==> src/hw/rtl/mfp_pkg.sv <==
// ============================================================================
// mfp_pkg
// Shared types and constants for the forward Mojette projection block.
// ============================================================================
`default_nettype none

package mfp_pkg;

    localparam int MAX_WIDTH      = 64;
    localparam int MAX_HEIGHT     = 64;
    localparam int DEF_MAX_DIRS   = 8;
    localparam int DEF_BIN_DEPTH  = 2048;

    localparam int COL_W   = 6;
    localparam int ROW_W   = 7;
    localparam int SUM_W   = 18;
    localparam int DATA_W  = 64;
    localparam int CNT_W   = 12;

    typedef enum logic [1:0] {
        OP_CLEAR = 2'd0,
        OP_PIXEL = 2'd1,
        OP_READ  = 2'd2,
        OP_NONE  = 2'd3
    } op_t;

    localparam logic [1:0] ST_OK     = 2'd0;
    localparam logic [1:0] ST_BEYOND = 2'd1;
    localparam logic [1:0] ST_RANGE  = 2'd2;

    localparam logic [2:0] REG_WIDTH  = 3'd0;
    localparam logic [2:0] REG_HEIGHT = 3'd1;
    localparam logic [2:0] REG_DIRS   = 3'd2;
    localparam logic [2:0] REG_SLOPE  = 3'd3;
    localparam logic [2:0] REG_STEP   = 3'd4;

    typedef struct packed {
        logic start;
        logic calc;
        logic rd;
        logic wr;
        logic clr;
        logic out_load;
    } dp_cmd_t;

    typedef struct packed {
        op_t  op;
        logic clr_last;
        logic out_busy;
    } dp_stat_t;

endpackage

`default_nettype wire

==> src/hw/rtl/mfp_ctrl.sv <==
// ============================================================================
// mfp_ctrl
// Sequencer for the projection datapath: clearing pass, bin update and read.
// ============================================================================
`default_nettype none

module mfp_ctrl
    import mfp_pkg::*;
(
    input  wire logic     aclk,
    input  wire logic     aresetn,
    input  wire logic     s_valid,
    output logic          s_ready,
    input  wire dp_stat_t stat,
    output dp_cmd_t       cmd
);

    typedef enum logic [6:0] {
        S_INIT  = 7'b0000001,
        S_IDLE  = 7'b0000010,
        S_CALC  = 7'b0000100,
        S_READ  = 7'b0001000,
        S_WRITE = 7'b0010000,
        S_CLEAR = 7'b0100000,
        S_DONE  = 7'b1000000
    } state_t;

    state_t state_reg, state_next;

    assign s_ready = (state_reg == S_IDLE);

    always_comb begin
        state_next = state_reg;
        cmd        = '0;
        case (state_reg)
            S_INIT: begin
                cmd.clr = 1'b1;
                if (stat.clr_last) begin
                    state_next = S_IDLE;
                end
            end
            S_IDLE: begin
                if (s_valid) begin
                    cmd.start  = 1'b1;
                    state_next = S_CALC;
                end
            end
            S_CALC: begin
                cmd.calc = 1'b1;
                case (stat.op)
                    OP_CLEAR: state_next = S_CLEAR;
                    OP_PIXEL: state_next = S_READ;
                    OP_READ:  state_next = S_READ;
                    default:  state_next = S_DONE;
                endcase
            end
            S_READ: begin
                cmd.rd     = 1'b1;
                state_next = (stat.op == OP_PIXEL) ? S_WRITE : S_DONE;
            end
            S_WRITE: begin
                cmd.wr     = 1'b1;
                state_next = S_DONE;
            end
            S_CLEAR: begin
                cmd.clr = 1'b1;
                if (stat.clr_last) begin
                    state_next = S_DONE;
                end
            end
            S_DONE: begin
                if (!stat.out_busy) begin
                    cmd.out_load = 1'b1;
                    state_next   = S_IDLE;
                end
            end
            default: state_next = S_INIT;
        endcase
    end

    always_ff @(posedge aclk) begin
        if (!aresetn) begin
            state_reg <= S_INIT;
        end else begin
            state_reg <= state_next;
        end
    end

    a_onehot: assert property (@(posedge aclk) disable iff (!aresetn) $onehot(state_reg))
        else $error("State register is not one-hot.");
    a_clear_holds: assert property (@(posedge aclk) disable iff (!aresetn)
        (state_reg == S_CLEAR && !stat.clr_last) |=> (state_reg == S_CLEAR))
        else $error("Clearing pass left early.");
    a_no_overwrite: assert property (@(posedge aclk) disable iff (!aresetn)
        cmd.out_load |-> !stat.out_busy)
        else $error("Result loaded over an untaken result.");

endmodule

`default_nettype wire

==> config.mk <==
export PLATFORM = sky130hd
export DESIGN_NAME = mfp_ctrl
export DESIGN_NICKNAME = d
export VERILOG_FILES = /design/src/hw/rtl/mfp_pkg.sv /design/src/hw/rtl/mfp_ctrl.sv
export SDC_FILE = /design/constraint.sdc
export NUM_CORES = 1
export LEC_CHECK = 0
export BUFFER_PORTS_ARGS = -buffer_cell sky130_fd_sc_hd__buf_2
export CORE_AREA = 2 2 39 41
export CTS_CLUSTER_DIAMETER = 40
export DETAILED_ROUTE_END_ITERATION = 12
export DIE_AREA = 0 0 41 43
export PLACE_DENSITY = 0.63
export SLEW_MARGIN = 40
export SYNTH_ARGS = -nofsm -noshare
export SYNTH_HDL_FRONTEND = slang
export SYNTH_SLANG_ARGS = --single-unit
==> constraint.sdc <==
create_clock -name aclk -period 1.47 [get_ports aclk]
set_clock_uncertainty 0.05 [all_clocks]
set_input_delay 0.147 -clock aclk [delete_from_list [all_inputs] [get_ports aclk]]
set_output_delay 0.147 -clock aclk [all_outputs]
set_load 0.1 [all_outputs]
After elaboration in Yosys (flattened, before gate mapping)
Cells that the tools add are included.
Widths: inputs -> output; s select.
{ "word_totals": {"reg_bits": 7, "input_bits": 7, "output_inout_bits": 7, "elab_cells": 33} }
{ "classes": {"n_eq_ne": 13, "muxes": 15, "reduce_logical": 4} }
{ "ops": {"columns": ["operator", "count"], "rows": [
  ["$pmux 7 s7", 1],
  ["$mux 7", 5],
  ["$pmux 7 s2", 1],
  ["$mux 1", 8],
  ["$ne 2x2->1 const B", 4],
  ["$eq 7x1->1 const B", 1],
  ["$eq 7x2->1 const B", 1],
  ["$eq 7x3->1 const B", 1],
  ["$eq 7x4->1 const B", 1],
  ["$eq 7x5->1 const B", 1],
  ["$eq 7x6->1 const B", 1],
  ["$eq 7x7->1 const B", 1],
  ["$reduce_and 4->1", 1],
  ["$reduce_or 2->1", 2],
  ["$eq 2x1->1 const B", 1],
  ["$eq 2x2->1 const B", 1],
  ["$logic_not 2->1", 1]
]} }

Depth between registers and ports, before layout
Gate-level depths: netlist (run 1).
{ "logic_depth": {"depth_word": 4, "depth_mapped": 7, "ltp_nobuf": 7} }

Worst setup path after synthesis (run 1)
No wires, ideal clock.
{ "synth_timing": {"path_type": "register to output", "startpoint": "reg state_reg[2]", "endpoint": "out cmd[5] in the netlist's numbering", "arrival_ns": 2.791, "t_required_ns": 1.273, "setup_slack_ns": -1.518, "path_stages_with_launch": 5, "path_buffers": 1, "cell_sequence": "dfxtp_1 > clkbuf_1 > nor3_1 > nand3_1 > nor3_1"} }
{ "synth_lines": {"columns": ["item", "line", "rtl"], "rows": [
  ["from (decl)", "mfp_ctrl.sv:28", "state_t state_reg, state_next;"],
  ["from (signal assigned)", "mfp_ctrl.sv:85", "state_reg <= state_next;"],
  ["to (decl)", "mfp_ctrl.sv:15", "output dp_cmd_t cmd"]
]} }

==> results of run 1 <==
routing by layer:
layer	part of all wire	vias up
met3	0.043	6
met1	0.40	293
li1	-	297
met5	0	-
met2	0.53	22
met4	0.026	0
worst register-to-register path, delay by kind of cell, from the launching register on:
kind	cells	cell delay, ns
buffers and inverters	2	0.27
AO/OA/AOI/OAI	2	0.27
flip-flops	1	0.31
AND/OR/NAND/NOR	3	0.78
worst max path at each step:
stage          depth (start not counted)  slack, ns            to    startpoint
2_1_floorplan                          5      -0.92  state_reg[3]  state_reg[6]
3_5_place_dp                           4      -0.22        cmd[4]  state_reg[6]
5_1_grt                                4      -0.54        cmd[4]  state_reg[6]
4_1_cts                                4      -0.50        cmd[4]  state_reg[6]
6_report                               4      -0.48        cmd[4]  state_reg[6]
3_3_place_gp                           4      -0.20        cmd[4]  state_reg[6]
cells in the final DEF, fill, tap and decap left out, drive strengths merged:
cell type and instances:
a21boi 1, a21oi 1, a31oi 1, a32oi 2, and3 3, and3b 1
buf 33, clkbuf 4, dfxtp 7, ha 3, inv 5, mux2 1
mux2i 1, nand2b 1, nand3 2, nand4 1, nor2 8, nor2b 2
nor3 4, nor3b 2, nor4 2, o211ai 1, o21ai 2, o32a 1
or2 1, or3 2, or4 1, xnor2 2, xor2 2
report_power, final:
group	switching (mW)	internal (mW)
clock network	0.0648	0.103
registers	0.0213	0.218
logic	0.542	0.456
total	0.628	0.778
kinds of logic after synthesis:
family | synth area share
AND/OR/NAND/NOR | 0.357
AO/OA/AOI/OAI | 0.121
buffers and inverters | 0.0804
flip-flops | 0.265
XOR/XNOR | 0.0662
adder cells (fa/ha/maj) | 0.0709
multiplexers | 0.0402
layout make-up:
| class | instances | share of cell area |
|---|---|---|
| repair buffers | 33 | 0.337 |
| multi-input cells | 48 | 0.456 |
| clock buffers | 4 | 0.0255 |
| flip-flops and latches | 7 | 0.145 |
| well taps | 16 | 0.0194 |
| inverters | 5 | 0.0182 |
metrics by stage:
stage               setup WS, ns  instances  setup TNS (ns)  total power, mW  hold WS [ns]
detailed placement        -0.221        104           -1.31             1.02         0.351
global route              -0.545        113           -4.10             1.49        0.0948
floorplan                 -0.920         64           -7.08            0.722         0.186
finish                    -0.479        113           -3.25             1.41        0.0966
global placement          -0.200        104           -1.11             1.01         0.349
CTS                       -0.497        112           -2.87             1.31        0.0852
repair_timing:
item	4_1_cts	5_1_grt
buffers inserted	4	1
gates resized for setup	19	9
pin swaps	9	4
endpoints found under the setup margin	14	14
==> summary.txt, run 1 <==
Outcome
  – Status: finished, violations left
  – Failing checks: setup timing

Synth
  – Synthesized flop and latch total: 7
  – Top_reg_cell synth: dfxtp_1
  – Mapped Avg Cell Area: 8.27 um2
  – Yosys top cell area share: 0.265
  – Post-synth top cells: 8 x nor2_1, 7 x dfxtp_1, 5 x inv_1
  – Area leader, netlist: dfxtp_1
  – Yosys synthesis warning count: 0
  – Post-synth EDFFs: 0
  – Distinct cells, synth: 33
  – Count leader, synth: nor2_1
  – Post-synthesis cell count: 64
  – Post-Syn Nets: 74
  – Asr flop ratio synth: 0
  – Synth top area cells: dfxtp_1 26%, ha_1 7.1%, nor2_1 5.7%, and3_1 3.5%, inv_1 3.5%
  – Area of the mapped netlist: 529 um2
  – Sequential share of the synthesized area: 0.265

Clock tree
  – CTS max path bufs: 2
  – H-Tree Depth: 1
  – TritonCTS clock tree: built
  – Clock buffer count from CTS: 3
  – Later-pin clock latency in the skew report: 0.25 ns
  – Root Buffer: clkbuf_4
  – Clk slew on worst S/H paths: 0.05 ns
  – Clock Sinks: 7
  – Hold Buf Count CTS: 0

Worst setup path
  – Highest net fanout along the worst path: 3
  – CP max-delay cell: or4_4
  – CP Class: register to output pin
  – Critical-path cell list: or2_4, or4_4, nor3b_4, buf_12
  – Worst setup EP type: output pin
  – Flop2flop setup slack: -0.31 ns
  – Buf+Inv Stages, Crit Path: 1
  – Worst setup SP type: register
  – Worst Path Required: 1.27 ns
  – CP delay by family, top: simple AND/OR/NAND/NOR gates
  – CP peak stage delay: 0.47 ns
  – Critical R2R Launch: state_reg[6]
  – Reg2reg end: state_reg[6]
  – Reg2reg path depth: 7
  – Arr. time, crit path: 1.75 ns

Cells and area
  – Nets: 108
  – Final cell area excluding filler cells: 1030 um2
  – Register area: 149 um2
  – Layout cell share with drive strength beyond 1: 0.629
  – Max FFs per register: 7
  – Filler instances: 95
  – Layout area overhead: 94.6%
  – Util after Layout: 0.744
  – Multi-input gate area: 469 um2
  – Antenna diode count: 0

STA
  – RSZ-0062 raised after global routing: true
  – F_max: 0.513 GHz
  – Final Cycle Share: 1.33
  – Fin. Hold Viols: 0
  – Max-slew violations: 0
  – # setup viols final: 14
  – Setup ws final: -0.479 ns
  – Slew Limit Headroom: 0.745
  – Worst Tran Pin Value: 0.379 ns
  – Minimum clock period after layout: 1.95 ns

Placed design
  – IO Port Bufs: 13
  – Placed cell areas: 842 um2
  – GP Congestion: 0.860
  – Hpwl dp: 1.12 mm

Die
  – Total I/O pin count: 14
  – Core Area: 1380 um2
  – Initial Utilization: 0.382
  – Die area: 1760 um2
  – # rows: 14
  – Die width: 41 um
  – Die Ht: 43 um

Drt
  – Routed WL: 1.68 mm
  – DRC viols: 0
  – 1st-pass router iterations: 4
  – DR iter-0 viols: 13
  – Vias per cell: 5.47
  – Routed Antenna Nets: 0
  – Avg WL per Cell: 14.9 um
  – Vias: 618

GRT
  – Routing usage on met3: 0.126
  – First-pass GRT wire length: 2.77 mm
  – Tot GR Track Use: 0.236
  – Grt total ovfl: 0
  – Pin count of the biggest net entering global routing: 9
  – Antenna violations before repair: 0
  – Vias in the first global route: 650
  – GR Layer Usage met1: 0.243
  – Met2 usage in global routing: 0.375
  – Busiest metal layer after global routing: met2

Min path
  – Worst hold stages: 2
  – Hold path endpoint: state_reg[0]
  – Worst hold path type: input port to register
  – Hold path start: aresetn

Power and ir drop
  – VDD IR max: 817 uV
  – Power Density: 1370 nW/um2
  – Leak pwr: 0.438 nW

Flow run
  – Number of max-cap violations: 0
Note: power is estimated with default switching activity, not from simulation.
==> run 2, diff against run 1 <==
- CTS_BUF_LIST: unset -> sky130_fd_sc_hd__clkbuf_4
==> summary.txt, run 2 (synthesis results as in run 1) <==
Placed design
  – Hpwl dp: 1.12 mm (unchanged)
  – IO Port Bufs: 13 (unchanged)
  – Placed insts: 104 (unchanged)
  – GP Congestion: 0.860 (unchanged)

Drt
  – Avg WL per Cell: 14.5 um (-2.3%)
  – Vias per cell: 5.32 (-2.8%)
  – 1st-pass router iterations: 4 (unchanged)
  – DRC viols: 0 (unchanged)
  – DR iter-0 viols: 2 (-11)
  – Routed Antenna Nets: 0 (unchanged)
  – Vias: 601 (-2.8%)
  – Routed WL: 1.64 mm (-2.3%)

GRT
  – Antenna violations before repair: 0 (unchanged)
  – Pin count of the biggest net entering global routing: 9 (unchanged)
  – Grt total ovfl: 0 (unchanged)
  – Vias in the first global route: 610 (-6.2%)
  – Tot GR Track Use: 0.236 (unchanged)
  – First-pass GRT wire length: 2.78 mm (+0.51%)

STA
  – Slew Limit Headroom: 0.745 (about the same)
  – Fin. Hold Viols: 0 (unchanged)
  – Setup ws final: -0.485 ns (-0.00614 ns)
  – Worst Tran Pin Value: 0.378 ns (-0.000934 ns)
  – # setup viols final: 14 (unchanged)
  – Minimum clock period after layout: 1.96 ns (+0.00614 ns)
  – Final Cycle Share: 1.33 (+0.00417)
  – Max-slew violations: 0 (unchanged)
  – Worst-case hold slack: 0.108 ns (+0.0111 ns)
  – RSZ-0062 raised after global routing: true
  – TNS Setup: -3.20 ns (+0.0450 ns)
  – F_max: 0.511 GHz (-0.31%)

Cells and area
  – Filler instances: 97 (+2.1%)
  – Nets: 108 (unchanged)
  – Layout area overhead: 93.6%
  – Commonest non-fill, non-tap cell in the layout: buf_4
  – Layout cell share with drive strength beyond 1: 0.629 (unchanged)
  – Util after Layout: 0.741 (-0.00362)
  – Max FFs per register: 7 (unchanged)
  – Commonest non-fill, non-tap cells in the layout: 13 x buf_4, 7 x buf_12, 7 x buf_6, 6 x buf_2, 5 x inv_1
  – Antenna diode count: 0 (unchanged)
  – Non-filler cells, final: 113 (unchanged)

Clock tree
  – CTS max path bufs: 2 (unchanged)
  – Clock buffer count from CTS: 3 (unchanged)
  – H-Tree Depth: 1 (unchanged)
  – TritonCTS clock tree: built
  – Clock Sinks: 7 (unchanged)
  – Later-pin clock latency in the skew report: 0.26 ns (about the same)
  – Clk slew on worst S/H paths: 0.05 ns (about the same)
  – Root Buffer: clkbuf_4

Power and ir drop
  – Clock power share: 0.139 (+0.020)
  – VDD IR max: 767 uV (-6.1%)
  – Net switching power: 0.617 mW (-1.9%)
  – Leak pwr: 0.436 nW (-0.34%)
  – Power Density: 1360 nW/um2 (-0.23%)
  – Switching share of power: 0.442 (-0.00523)
  – Internal: 0.779 mW (+0.22%)
  – Power share of the combinational group: 0.690 (-0.020)
  – Tot Pwr: 1.40 mW (-0.71%)
  – Register share of total power: 0.172 (+0.002)

Min path
  – Worst hold path type: input port to register
  – Hold path endpoint: state_reg[0]
  – Hold path start: aresetn
  – Worst hold stages: 2 (unchanged)

Worst setup path
  – Reg2reg end: state_reg[6]
  – Worst Path Required: 1.27 ns (about the same)
  – Arr. time, crit path: 1.76 ns (about the same)
  – Flop2flop setup slack: -0.32 ns (about the same)
  – Critical R2R Launch: state_reg[6]
  – Highest net fanout along the worst path: 3 (unchanged)
  – Worst setup SP type: register
  – CP peak stage delay: 0.47 ns (about the same)
  – CP max-delay cell: or4_4
  – Worst setup EP type: output pin
  – Critical-path cell list: or2_4, or4_4, nor3b_4, buf_12
  – Reg2reg path depth: 7 (unchanged)
  – CP Class: register to output pin

Die
  – Die Ht: 43 um (unchanged)
  – Core Area: 1380 um2 (unchanged)
  – Die width: 41 um (unchanged)
  – Die area: 1760 um2 (unchanged)
  – Initial Utilization: 0.382 (unchanged)
  – Total I/O pin count: 14 (unchanged)
  – # rows: 14 (unchanged)

Outcome
  – Failing checks: setup timing
  – Status: finished, violations left

Flow run
  – Number of max-cap violations: 0 (unchanged)
## run 2: cell counts in the layout (fill, tap and decap cells not counted)
Identical to the previous run, type by type.
## run 2: routing by layer
metal | GRT usage | vias to the layer above | routed length, um
met2 | 0.378 | 16 | 916
met3 | 0.0942 | 0 | 59
met5 | 0 | - | 0
li1 | - | 293 | -
met4 | 0.0400 | 0 | 0
met1 | 0.292 | 292 | 667
## run 2: metrics by stage
stage / instance area [um2] / setup slack [ns]
after CTS: 978 / -0.497
after global routing: 1020 / -0.545
after global placement: 842 / -0.200
after floorplan: 564 / -0.920
final: 1020 / -0.485
after detailed placement: 842 / -0.221
## run 2: worst max-delay path by stage
stage                       from  cells past startpoint           end
detailed placement  state_reg[6]                      4        cmd[4]
global route        state_reg[6]                      4        cmd[4]
floorplan           state_reg[6]                      5  state_reg[3]
finish              state_reg[6]                      4        cmd[4]
global placement    state_reg[6]                      4        cmd[4]
CTS                 state_reg[6]                      4        cmd[4]
## run 2: power groups by stage
stage          clock network (mW)  logic [mW]  registers (mW)
2_1_floorplan                   0       0.485           0.238
3_3_place_gp                    0       0.772           0.239
3_5_place_dp                    0       0.785           0.238
4_1_cts                     0.199       0.888           0.237
5_1_grt                     0.215        1.02           0.243
6_report                    0.194       0.963           0.240
## run 2: timing repair
item,CTS,global route
setup buffers,3,2
gates resized for setup,19,9
pin swaps,9,3
hold buffers,0,0
setup endpoints to repair,14,14
## run 2: area by class of cell
cell class / count / area (um2) / share of cell area
well taps: 16 / 20.0 / 0.0195
inverters: 5 / 18.8 / 0.0183
repair buffers: 33 / 347 / 0.338
clock buffers: 4 / 30.0 / 0.0293
flip-flops and latches: 7 / 149 / 0.145
multi-input cells: 48 / 460 / 0.449
## run 2: critical path: cells and delay by family, from the launching register on
family,cells,cell delay (ns)
buffers and inverters,1,0.21
and+or+nand+nor,3,0.98
DFF,1,0.31
==> run 3, diff against run 2 <==
==> constraint.sdc (replaced) <==
create_clock -name aclk -period 1.47 [get_ports aclk]
set_clock_uncertainty 0.05 [all_clocks]
set_input_delay 0.294 -clock aclk [delete_from_list [all_inputs] [get_ports aclk]]
set_output_delay 0.294 -clock aclk [all_outputs]
set_load 0.1 [all_outputs]
==> summary.txt, run 3 (synthesis results as in run 1) <==
Outcome
  – Status: finished, violations left
  – Failing checks: setup timing

Clock tree
  – H-Tree Depth: 1 (unchanged)
  – TritonCTS clock tree: built
  – Root Buffer: clkbuf_4
  – Clock buffer count from CTS: 3 (unchanged)
  – Clock Sinks: 7 (unchanged)
  – Clk slew on worst S/H paths: 0.06 ns (about the same)
  – Later-pin clock latency in the skew report: 0.25 ns (about the same)
  – CTS max path bufs: 2 (unchanged)

GRT
  – Tot GR Track Use: 0.234 (-0.00226)
  – First-pass GRT wire length: 2.73 mm (-1.7%)
  – Grt total ovfl: 0 (unchanged)
  – Antenna violations before repair: 0 (unchanged)
  – Vias in the first global route: 647 (+6.1%)
  – Pin count of the biggest net entering global routing: 9 (unchanged)

STA
  – Slew Limit Headroom: 0.769 (+0.0235)
  – Worst-case hold slack: 0.266 ns (+0.159 ns)
  – F_max: 0.483 GHz (-5.6%)
  – Max-slew violations: 0 (unchanged)
  – Fin. Hold Viols: 0 (unchanged)
  – Worst Tran Pin Value: 0.343 ns (-0.0350 ns)
  – # setup viols final: 14 (unchanged)
  – Setup ws final: -0.602 ns (-0.116 ns)
  – Final Cycle Share: 1.41 (+0.0792)
  – Minimum clock period after layout: 2.07 ns (+0.116 ns)
  – RSZ-0062 raised after global routing: true

Power and ir drop
  – Power Density: 1350 nW/um2 (-0.94%)
  – Tot Pwr: 1.36 mW (-2.4%)
  – VDD IR max: 646 uV (-16%)
  – Leak pwr: 0.424 nW (-3.0%)

Cells and area
  – Filler instances: 90 (-7.2%)
  – Commonest non-fill, non-tap cells in the layout: 15 x buf_4, 7 x buf_12, 6 x buf_2, 5 x inv_1
  – Commonest non-fill, non-tap cell in the layout: buf_4
  – Layout cell share with drive strength beyond 1: 0.621 (-0.00781)
  – Nets: 106 (-1.9%)
  – Register area: 144 um2 (-3.4%)
  – Max FFs per register: 7 (unchanged)
  – Layout area overhead: 90.8%
  – Final cell area excluding filler cells: 1010 um2 (-1.5%)
  – Util after Layout: 0.730 (-0.0109)
  – Multi-input gate area: 480 um2 (+4.3%)
  – Antenna diode count: 0 (unchanged)

Drt
  – Metal2 WL: 971 um (+6.0%)
  – Vias per cell: 5.43 (+2.1%)
  – Routed Antenna Nets: 0 (unchanged)
  – 1st-pass router iterations: 4 (unchanged)
  – DRT met1 WL: 611 um (-8.4%)
  – DRC viols: 0 (unchanged)
  – Top sig layer: met4
  – Vias: 603 (+0.33%)
  – DR iter-0 viols: 9 (+7)
  – Avg WL per Cell: 15.1 um (+3.8%)
  – Met3 routed WL: 53 um (-10%)
  – Routed WL: 1.68 mm (+1.9%)

Worst setup path
  – Flop2flop setup slack: -0.30 ns (+0.02 ns)
  – Worst Path Required: 1.13 ns (-0.14 ns)
  – Worst setup SP type: register
  – Worst setup EP type: output pin
  – Arr. time, crit path: 1.73 ns (-0.03 ns)
  – CP Class: register to output pin
  – Highest net fanout along the worst path: 3 (unchanged)

Placed design
  – GP Congestion: 0.805 (-6.3%)
  – Placed cell areas: 835 um2 (-0.89%)
  – IO Port Bufs: 13 (unchanged)
  – Hpwl dp: 1.19 mm (+6.3%)

Die
  – # rows: 14 (unchanged)
  – Die Ht: 43 um (unchanged)
  – Initial Utilization: 0.382 (unchanged)
  – Core Area: 1380 um2 (unchanged)
  – Die width: 41 um (unchanged)
  – Total I/O pin count: 14 (unchanged)
  – Die area: 1760 um2 (unchanged)

Min path
  – Worst hold path type: input port to register

Flow run
  – Number of max-cap violations: 0 (unchanged)
-- run 3: metal layers --
metal,track usage,up-vias
met4,0.113,0
li1,-,290
met3,0.0524,4
met2,0.431,17
met5,0,-
met1,0.219,292
-- run 3: worst paths after layout --
kind,startpoint,to,cells past startpoint
worst min register to register,state_reg[1],state_reg[4],3
worst min-delay path,aresetn,state_reg[0],2
worst max-delay path,state_reg[6],cmd[4],4
worst max register to register,state_reg[6],state_reg[6],7
-- run 3: cell type report --
type,instances,area share
well taps,16,0.0198
clock buffers,4,0.0297
repair buffers,31,0.314
inverters,5,0.0186
multi-input cells,48,0.476
flip-flops and latches,7,0.143
-- run 3: metrics by stage --
step	TNS [ns]	cells	setup WS (ns)
2_1_floorplan	-8.11	64	-0.920
6_report	-4.24	111	-0.602
3_5_place_dp	-2.48	103	-0.347
3_3_place_gp	-2.15	103	-0.324
4_1_cts	-4.47	111	-0.630
5_1_grt	-4.83	111	-0.648
-- run 3: power breakdown --
group	internal (mW)	switching, mW	leakage (nW)
sequential	0.219	0.0250	0.0583
clock	0.122	0.0735	0.0184
combinational	0.399	0.523	0.347
total	0.741	0.622	0.424
-- run 3: critical path, stage by stage (launching register included) --
cell	delay, ns
dfxtp_2	0.31
or2_4	0.24
or4_4	0.46
nor3b_4	0.25
buf_12	0.21
-- run 3: what timing repair did --
action                     CTS  global route
setup endpoints to repair   14            14
pin swaps                   13             7
gates resized for setup     20             5
hold buffers                 0             0
buffers inserted             5             1
